**src/sv/ccr_pkg.sv**
```systemverilog
`default_nettype none
package ccr_pkg;
   localparam int CanvasWidth  = 64;
   localparam int CanvasHeight = 64;
   localparam int XW = $clog2(CanvasWidth)  > 0 ? $clog2(CanvasWidth)  : 1;
   localparam int YW = $clog2(CanvasHeight) > 0 ? $clog2(CanvasHeight) : 1;
   localparam int AW = XW + YW;
   localparam logic [7:0]  BLANK_PIXEL = 8'd32;
   localparam logic [15:0] TOL_RESET   = 16'd12;

   localparam logic [2:0] MODE_CLEAR  = 3'd0;
   localparam logic [2:0] MODE_POINT  = 3'd1;
   localparam logic [2:0] MODE_RECT   = 3'd2;
   localparam logic [2:0] MODE_FILL   = 3'd3;
   localparam logic [2:0] MODE_LINE   = 3'd4;
   localparam logic [2:0] MODE_RING   = 3'd5;
   localparam logic [2:0] MODE_DISK   = 3'd6;
   localparam logic [2:0] MODE_READ   = 3'd7;

   typedef struct packed {
      logic         we;
      logic [AW-1:0] addr;
      logic [7:0]   data;
   } wr_req_type;
endpackage
`default_nettype wire

```
**src/sv/ccr_seq.sv**
```systemverilog
`default_nettype none
// Sequencer: walks a pixel scan (x outer, y inner) or a line, one pixel test per cycle.
module ccr_seq (
   input  wire logic        clock,
   input  wire logic        reset,
   input  wire logic        start,
   input  wire logic [2:0]  mode,
   input  wire logic [7:0]  x_a,
   input  wire logic [7:0]  y_a,
   input  wire logic [7:0]  x_b,
   input  wire logic [7:0]  y_b,
   input  wire logic [7:0]  radius,
   input  wire logic [7:0]  pixel_char,
   input  wire logic [15:0] tol,
   output ccr_pkg::wr_req_type wr,
   output logic             busy,
   output logic             done
);
   import ccr_pkg::*;
   localparam logic [1:0] S_IDLE = 2'd0, S_SCAN = 2'd1, S_LINE = 2'd2;

   logic [1:0]  state_ff, state_in;
   logic [2:0]  mode_ff;
   logic signed [10:0] x0_ff, x1_ff, y0_ff, y1_ff, x_ff, y_ff;
   logic signed [10:0] cx_ff, cy_ff;
   logic [7:0]  ch_ff;
   logic [15:0] rr_ff;
   logic        hx_en_ff, vy_en_ff;   // rectangle: horizontal / vertical edges drawn
   logic signed [11:0] m_ff, dy2_ff;
   logic signed [18:0] e_ff;
   logic        hit;
   logic signed [10:0] dx, dy;
   logic [16:0] d;
   logic signed [18:0] diff;
   logic [18:0] adiff;
   logic        on_canvas;
   logic        last;
   logic signed [18:0] e_step;

   assign dx = x_ff - cx_ff;
   assign dy = y_ff - cy_ff;
   // one shared squared-distance unit
   assign d = 17'(dx * dx) + 17'(dy * dy);
   always_comb begin
      diff = (mode_ff == MODE_RING) ? 19'(d) - 19'(rr_ff) : 19'(d) - 19'(tol);
      adiff = diff[18] ? 19'(-diff) : 19'(diff);
      unique case (mode_ff)
         MODE_CLEAR: hit = 1'b1;
         MODE_FILL:  hit = 1'b1;
         MODE_RECT:  hit = (vy_en_ff && ((x_ff == x0_ff) || (x_ff == x1_ff))) ||
                           (hx_en_ff && ((y_ff == y0_ff) || (y_ff == y1_ff)));
         MODE_RING:  hit = adiff <= 19'(tol);
         MODE_DISK:  hit = adiff <= 19'(rr_ff);
         default:    hit = 1'b1;
      endcase
   end
   assign on_canvas = x_ff >= 0 && y_ff >= 0 &&
                      x_ff < 11'(CanvasWidth) && y_ff < 11'(CanvasHeight);
   assign last = (x_ff == x1_ff) && (y_ff == y1_ff);
   assign e_step = e_ff + 19'(m_ff);

   always_comb begin
      wr.we   = (state_ff != S_IDLE) && on_canvas &&
                (state_ff == S_LINE || hit);
      wr.addr = {y_ff[YW-1:0], x_ff[XW-1:0]};
      wr.data = ch_ff;
   end

   always_comb begin
      state_in = state_ff;
      if (state_ff == S_IDLE && start) begin
         if (mode == MODE_READ) state_in = S_IDLE;
         else if (mode == MODE_LINE) state_in = (y_b < y_a) ? S_IDLE : S_LINE;
         else if (mode == MODE_RECT && x_a > x_b && y_a > y_b) state_in = S_IDLE;
         else if (mode == MODE_FILL && (x_a > x_b || y_a > y_b)) state_in = S_IDLE;
         else state_in = S_SCAN;
      end else if (state_ff == S_SCAN && last) begin
         state_in = S_IDLE;
      end else if (state_ff == S_LINE && y_ff == y1_ff) begin
         state_in = S_IDLE;
      end
   end

   always_ff @(posedge clock) begin
      if (reset) begin
         state_ff <= S_SCAN;
         mode_ff  <= MODE_CLEAR;
         x_ff <= '0; y_ff <= '0; x0_ff <= '0; y0_ff <= '0;
         x1_ff <= 11'(CanvasWidth - 1); y1_ff <= 11'(CanvasHeight - 1);
         ch_ff <= BLANK_PIXEL;
         done <= 1'b0;
      end else begin
         state_ff <= state_in;
         done <= 1'b0;
         if (state_ff == S_IDLE && start) begin
            mode_ff <= mode;
            ch_ff   <= (mode == MODE_CLEAR) ? BLANK_PIXEL : pixel_char;
            rr_ff   <= 16'(radius * radius);
            hx_en_ff <= x_a <= x_b;
            vy_en_ff <= y_a <= y_b;
            cx_ff   <= 11'(x_a); cy_ff <= 11'(y_a);
            m_ff    <= 12'(2 * ($signed({1'b0, x_b}) - $signed({1'b0, x_a})));
            dy2_ff  <= 12'(2 * ($signed({1'b0, y_b}) - $signed({1'b0, y_a})));
            e_ff    <= 19'(2 * ($signed({1'b0, x_b}) - $signed({1'b0, x_a})) -
                          ($signed({1'b0, y_b}) - $signed({1'b0, y_a})));
            unique case (mode) inside
               MODE_CLEAR: begin
                  x0_ff <= '0; y0_ff <= '0; x_ff <= '0; y_ff <= '0;
                  x1_ff <= 11'(CanvasWidth - 1); y1_ff <= 11'(CanvasHeight - 1);
               end
               MODE_POINT: begin
                  x0_ff <= 11'(x_a); y0_ff <= 11'(y_a);
                  x_ff  <= 11'(x_a); y_ff  <= 11'(y_a);
                  x1_ff <= 11'(x_a); y1_ff <= 11'(y_a);
               end
               MODE_RECT: begin
                  // scan the box between the corners; edges gated by hx_en/vy_en
                  x0_ff <= 11'((x_a > x_b) ? x_b : x_a); y0_ff <= 11'((y_a > y_b) ? y_b : y_a);
                  x_ff  <= 11'((x_a > x_b) ? x_b : x_a); y_ff  <= 11'((y_a > y_b) ? y_b : y_a);
                  x1_ff <= 11'((x_a > x_b) ? x_a : x_b); y1_ff <= 11'((y_a > y_b) ? y_a : y_b);
               end
               MODE_RING, MODE_DISK: begin
                  x0_ff <= 11'(x_a) - 11'(radius); y0_ff <= 11'(y_a) - 11'(radius);
                  x_ff  <= 11'(x_a) - 11'(radius); y_ff  <= 11'(y_a) - 11'(radius);
                  x1_ff <= 11'(x_a) + 11'(radius); y1_ff <= 11'(y_a) + 11'(radius);
               end
               default: begin
                  x0_ff <= 11'(x_a); y0_ff <= 11'(y_a);
                  x_ff  <= 11'(x_a); y_ff  <= 11'(y_a);
                  x1_ff <= 11'(x_b); y1_ff <= 11'(y_b);
               end
            endcase
            if (state_in == S_IDLE) done <= 1'b1;
         end else if (state_ff == S_SCAN) begin
            if (last) begin
               done <= 1'b1;
            end else if (y_ff == y1_ff) begin
               y_ff <= y0_ff;
               x_ff <= x_ff + 11'sd1;
            end else begin
               y_ff <= y_ff + 11'sd1;
            end
         end else if (state_ff == S_LINE) begin
            y_ff <= y_ff + 11'sd1;
            if (e_step >= 0) begin
               x_ff <= x_ff + 11'sd1;
               e_ff <= e_step - 19'(dy2_ff);
            end else begin
               e_ff <= e_step;
            end
            if (y_ff == y1_ff) done <= 1'b1;
         end
      end
   end
   assign busy = state_ff != S_IDLE;
endmodule
`default_nettype wire

```
**config.mk**
```make
export PLATFORM = sky130hd
export DESIGN_NAME = ccr_seq
export DESIGN_NICKNAME = d
export VERILOG_FILES = /design/src/sv/ccr_pkg.sv /design/src/sv/ccr_seq.sv
export SDC_FILE = /design/constraint.sdc
export NUM_CORES = 1
export LEC_CHECK = 0
export BUFFER_PORTS_ARGS = -buffer_cell sky130_fd_sc_hd__buf_2
export CAP_MARGIN = 20
export CORE_ASPECT_RATIO = 0.8
export CORE_MARGIN = 2
export CORE_UTILIZATION = 50
export CTS_CLUSTER_DIAMETER = 40
export CTS_CLUSTER_SIZE = 25
export DETAILED_ROUTE_END_ITERATION = 7
export PLACE_DENSITY_LB_ADDON = 0.1
export SKIP_LAST_GASP = 1
export SYNTH_ARGS = -nofsm -noshare
export SYNTH_HDL_FRONTEND = slang
export SYNTH_SLANG_ARGS = --single-unit
```
**constraint.sdc**
```tcl
create_clock -name clock -period 13.9 [get_ports clock]
set_input_delay 2.78 -clock clock [delete_from_list [all_inputs] [get_ports clock]]
set_output_delay 2.78 -clock clock [all_outputs]
set_load 0.005 [all_outputs]
```
# After elaboration in Yosys (flattened, before gate mapping)
# Cells that the tools add are included.
# op_classes
add_sub_neg	17
multipliers	3
div	0
n_lt_le_gt_ge	12
n_eq_ne	19
shifts	0
muxes	41
bitwise	1
n_reduce_logical	31
# op_table
operator	count
$mux 11	11
$mux 19	6
$pmux 9 s4	2
$pmux 11 s3	2
$eq 11x11->1	4
$mux 8	5
$le 19x16->1	2
$sub 17x16->18	2
$sub 8x8->9	4
$mul 11x11->17	2
$add 11x2->11 const B	2
$ge 11x1->1 const B	2
$lt 11x8->1 const B	2
$sub 11x9->11	2
$add 19x10->19	1
$ge 19x1->1 const B	1
$neg 19->19	1
$sub 19x10->19	1
$add 8x8->9	2
$eq 3x3->1 const B	6
$add 17x17->17	1
$gt 8x8->1	2
$le 8x8->1	2
$mul 8x8->16	1
other kinds (23)	58
# word_totals
register_bits	151
latchBits	0
mem_bits_rw	0
romBits	0
wordCells	142
mem_count	0

# Depth between registers and ports, before layout
# logic_depth
depth_word	11
mapped_depth	56
ltp_nobuf	53

# Least setup slack after synthesis
# OpenSTA, ideal clock, no wires.
# synth_timing
path_kind	reg-to-output
from	register y_ff[0]
to	output port wr[20] (netlist name)
arrival_time_ns	10.947
required_ns	11.120
slack_ns	0.173
path_stages_with_launch	54
path_cell_list	dfxtp_1 > clkbuf_1 > inv_1 > ha_1 > nor2b_1 > o21a_1 > o21a_1 > o21ai_0 > a21boi_0 > o21ai_0 > nand2b_1 > a211o_1 > xnor2_1 > nand2_1 > xor2_1 > ha_1 > inv_1 > fa_1 > (+18 left out) > o31ai_1 > nor2_1 > and2_4 > buf_6 > clkbuf_1 > a21o_1 > ha_1 > nor2b_1 > o21a_1 > o21a_1 > o21ai_0 > a21oi_1 > o31a_1 > o21ai_0 > a21oi_1 > o31ai_1 > a211oi_1 > a2111oi_2
# synth_lines
element	line	rtl
from (decl)	ccr_seq.sv:24	logic signed [10:0] x0_ff, x1_ff, y0_ff, y1_ff, x_ff, y_ff;
from (signal assigned)	ccr_seq.sv:113	x_ff <= 11'(x_a); y_ff <= 11'(y_a);
from (signal assigned)	ccr_seq.sv:119	x_ff <= 11'((x_a > x_b) ? x_b : x_a); y_ff <= 11'((y_a > y_b) ? y_b : y_a);
from (signal assigned)	ccr_seq.sv:124	x_ff <= 11'(x_a) - 11'(radius); y_ff <= 11'(y_a) - 11'(radius);
to (decl)	ccr_seq.sv:15	output ccr_pkg::wr_req_type wr,

==> results.sh <==
export IMPL_outcome="finished with violations"
export IMPL_violations="setup timing"
export IMPL_min_to="y1_ff[8]"
export IMPL_synth_edff_count=69
export IMPL_ys_async_sr_fraction=0
export IMPL_cts_tree="built"
export IMPL_hp_class="reg2reg"
export IMPL_drtIter0Drc=1505
export IMPL_final_antenna_net_count=0
export IMPL_hp_start="y1_ff[8]"
export IMPL_yosys_cell_types_count=80
export IMPL_synth_area_leaders="fa_1 19%, ha_1 15%, edfxtp_1 9.6%, inv_1 7.9%, dfxtp_1 6.7%"
export IMPL_cts_buffer_depth=2
export IMPL_postCtsHoldBufs=0
export IMPL_wirelength_mm=63.92
export IMPL_timing_final_crit_share=1.006
export IMPL_io_pins=93
export IMPL_ys_seq_elements=141
export IMPL_via_count=18710
export IMPL_numCtsBuffers=17
export IMPL_seq_area_um2=3516
export IMPL_post_route_min_period_ns=13.99
export IMPL_cap_violations=0
export IMPL_hold_path_depth=2
export IMPL_track_usage=0.2908
export IMPL_num_fill_cells=3790
export IMPL_clockRootBuffer="clkbuf_16"
export IMPL_slew_viol_final=0
export IMPL_syn_to_final_growth_pct=16.49
export IMPL_path_common_cell="fa_1"
export IMPL_critPathArrivalTime_ns=11.21
export IMPL_slew_headroom=0.3696
export IMPL_cp_slowest_cell="fa_1"
export IMPL_synth_most_common_cell="inv_1"
export IMPL_crit_fanout=6
export IMPL_n_antenna_cell=0
export IMPL_avgSynthCellArea_um2=8.316
export IMPL_initial_utilization=0.5110
export IMPL_synthTopCellsByCount="451 x inv_1, 255 x ha_1, 235 x nor2_1, 203 x fa_1, 179 x a21oi_1"
export IMPL_gp_congestion=0.9443
export IMPL_die_w_um=236.1
export IMPL_grt_max_degree=69
export IMPL_rows=67
export IMPL_netlist_area_um2=21550
export IMPL_finalHoldViolCount=0
export IMPL_avgViaCountPerCell=5.552
export IMPL_antenna_found_initial=2
export IMPL_die_h_um=189.7
export IMPL_clock_sinks=141
export IMPL_overflow=0
export IMPL_rr_endpoint="e_ff[17]"
export IMPL_yosysWarnings=0
export IMPL_syn_inst=2591
export IMPL_die_area_um2=44780
export IMPL_port_buffers=92
export IMPL_setup_worst_path_end_class="primary output"
export IMPL_dp_hpwl_mm=52.04
export IMPL_drc_errors=0
export IMPL_synth_top_area_share=0.1886
export IMPL_core_area_um2=42170
export IMPL_worstPathRequired_ns=11.12
export IMPL_cts_max_level=4
export IMPL_worstSetupStartpointType="flip-flop"
export IMPL_drive_above_1_share=0.1710
export IMPL_r2r_start="e_ff[1]"
export IMPL_worst_r2r_path_depth=18
export IMPL_multi_input_area_um2=16690
export IMPL_slowest_delay_ns=0.55
export IMPL_fin_ws_ns=-0.08990
export IMPL_grt_pass1_wl_mm=102.6
export IMPL_rsz0062_at_grt="yes"
export IMPL_fin_nets=3333
export IMPL_final_cells=3370
export IMPL_max_clock_freq_mhz=71.48
export IMPL_final_setup_viol_count=1
export IMPL_post_drt_wl_per_cell_um=18.97
export IMPL_clkLatencyLatePin_ns=0.45
export IMPL_grt_pass1_vias=18690
export IMPL_yosysTopAreaCell="fa_1"
export IMPL_firstDrtPassIters=7
export IMPL_ys_seq_area_frac=0.1631
export IMPL_r2r_slack_ns=9.15
export IMPL_synth_flop_cell="dfxtp_1"
export IMPL_placed_cells=3299
export IMPL_path_class="reg2out"
export IMPL_fin_skew_ns=0.01594
export IMPL_worst_pin_slew_ns=0.9457
export IMPL_path_clk_slew_ns=0.06
[layout by cell type, fill, tap and decap left out, types with 16 or more instances in the layout]
master       n
nor2b_1     26
inv_1      431
ha_4        16
inv_2       18
dfxtp_1     70
o21a_1      27
nand2b_1    27
xor2_1      77
nor2_1     226
o21bai_1    22
o21ai_0    120
clkbuf_16   19
fa_1       195
buf_2       92
nand4_1     16
ha_1       235
edfxtp_1    69
nand3_1     33
xnor2_1    108
a21o_1      36
nor3_1      39
and2_1      23
nand2_1    167
a21oi_1    167
buf_4      186
a211oi_1    22
[final cells by class]
cell class / instances / area share
multi-input combinational: 1911 / 0.6648
clock buffer: 20 / 0.01909
clock inverter: 12 / 0.004885
inverter: 452 / 0.06784
tap: 552 / 0.02752
timing repair buffer: 282 / 0.07577
sequential: 141 / 0.1401
[metal layers]
layer / GRT usage / up-vias / part of all wire
met2: 0.4517 / 502 / 0.44
met1: 0.4383 / 9107 / 0.50
met3: 0.03598 / 50 / 0.056
met5: 0 / - / 0
met4: 0.04998 / 0 / 0.012
li1: - / 9051 / -
[through the flow]
stage | setup slack (ns) | TNS (ns) | cell area, um^2 | utilization | hold WS (ns)
2_1_floorplan | 0.1727 | 0 | 21550 | - | 0.4437
5_1_grt | -0.5546 | -0.5546 | 25100 | 0.5953 | 0.4904
4_1_cts | 0.005904 | 0 | 24740 | 0.5866 | 0.4719
3_5_place_dp | -0.2797 | -0.2797 | 23480 | 0.5569 | 0.4631
3_3_place_gp | -0.1251 | -0.1251 | 23480 | 0.5569 | 0.4571
6_report | -0.08990 | -0.08990 | 25100 | 0.5953 | 0.4732
[worst max path at each step]
| stage | from | endpoint | slack [ns] | cells after the start |
|---|---|---|---|---|
| 5_1_grt | cy_ff[1] | wr[20] | -0.55 | 54 |
| 2_1_floorplan | y_ff[0] | wr[20] | 0.17 | 53 |
| 4_1_cts | cy_ff[1] | wr[20] | 0.006 | 49 |
| 3_3_place_gp | cy_ff[1] | wr[20] | -0.13 | 48 |
| 3_5_place_dp | cy_ff[1] | wr[20] | -0.28 | 48 |
| 6_report | cy_ff[1] | wr[20] | -0.09 | 49 |
[critical path: cells and delay by family, from the launching register on]
family	cells	cell delay (ns)
adders and majority gates	11	4.63
AOI/OAI and AO/OA	19	3.55
and+or+nand+nor	10	1.10
buffers and inverters	7	0.76
DFF	1	0.38
xor gates and xnor gates	2	0.31
[what timing repair did]
action	4_1_cts	5_1_grt
pin swaps	101	73
setup endpoints to repair	1	1
resized for setup	119	48
setup buffers	21	21
[flip-flops by register name, summed over array words and instances (netlist names)]
name      flops
dy2_ff        9
cx_ff         8
x_ff         11
e_ff         18
state_ff      2
vy_en_ff      1
ch_ff         8
x0_ff         9
y1_ff         9
m_ff          9
mode_ff       3
y0_ff         9
cy_ff         8
hx_en_ff      1
done          1
rr_ff        15
y_ff         11
x1_ff         9
[kinds of logic (layout without fill, tap and decap cells)]
| logic type | count (synthesis) | after routing | share of synthesized area |
|---|---|---|---|
| muxes | 13 | 13 | 0.006097 |
| xor gates and xnor gates | 201 | 201 | 0.08432 |
| adders and majority gates | 458 | 458 | 0.3367 |
| and+or+nand+nor | 664 | 664 | 0.1428 |
| other | 1 | 2 | 0.0001740 |
| buffers and inverters | 540 | 766 | 0.09651 |
| DFF | 141 | 141 | 0.1631 |
| AOI/OAI and AO/OA | 573 | 573 | 0.1703 |
Power is not shown: default switching activity piles up to over one toggle a cycle in this logic, so the estimate is an artifact.
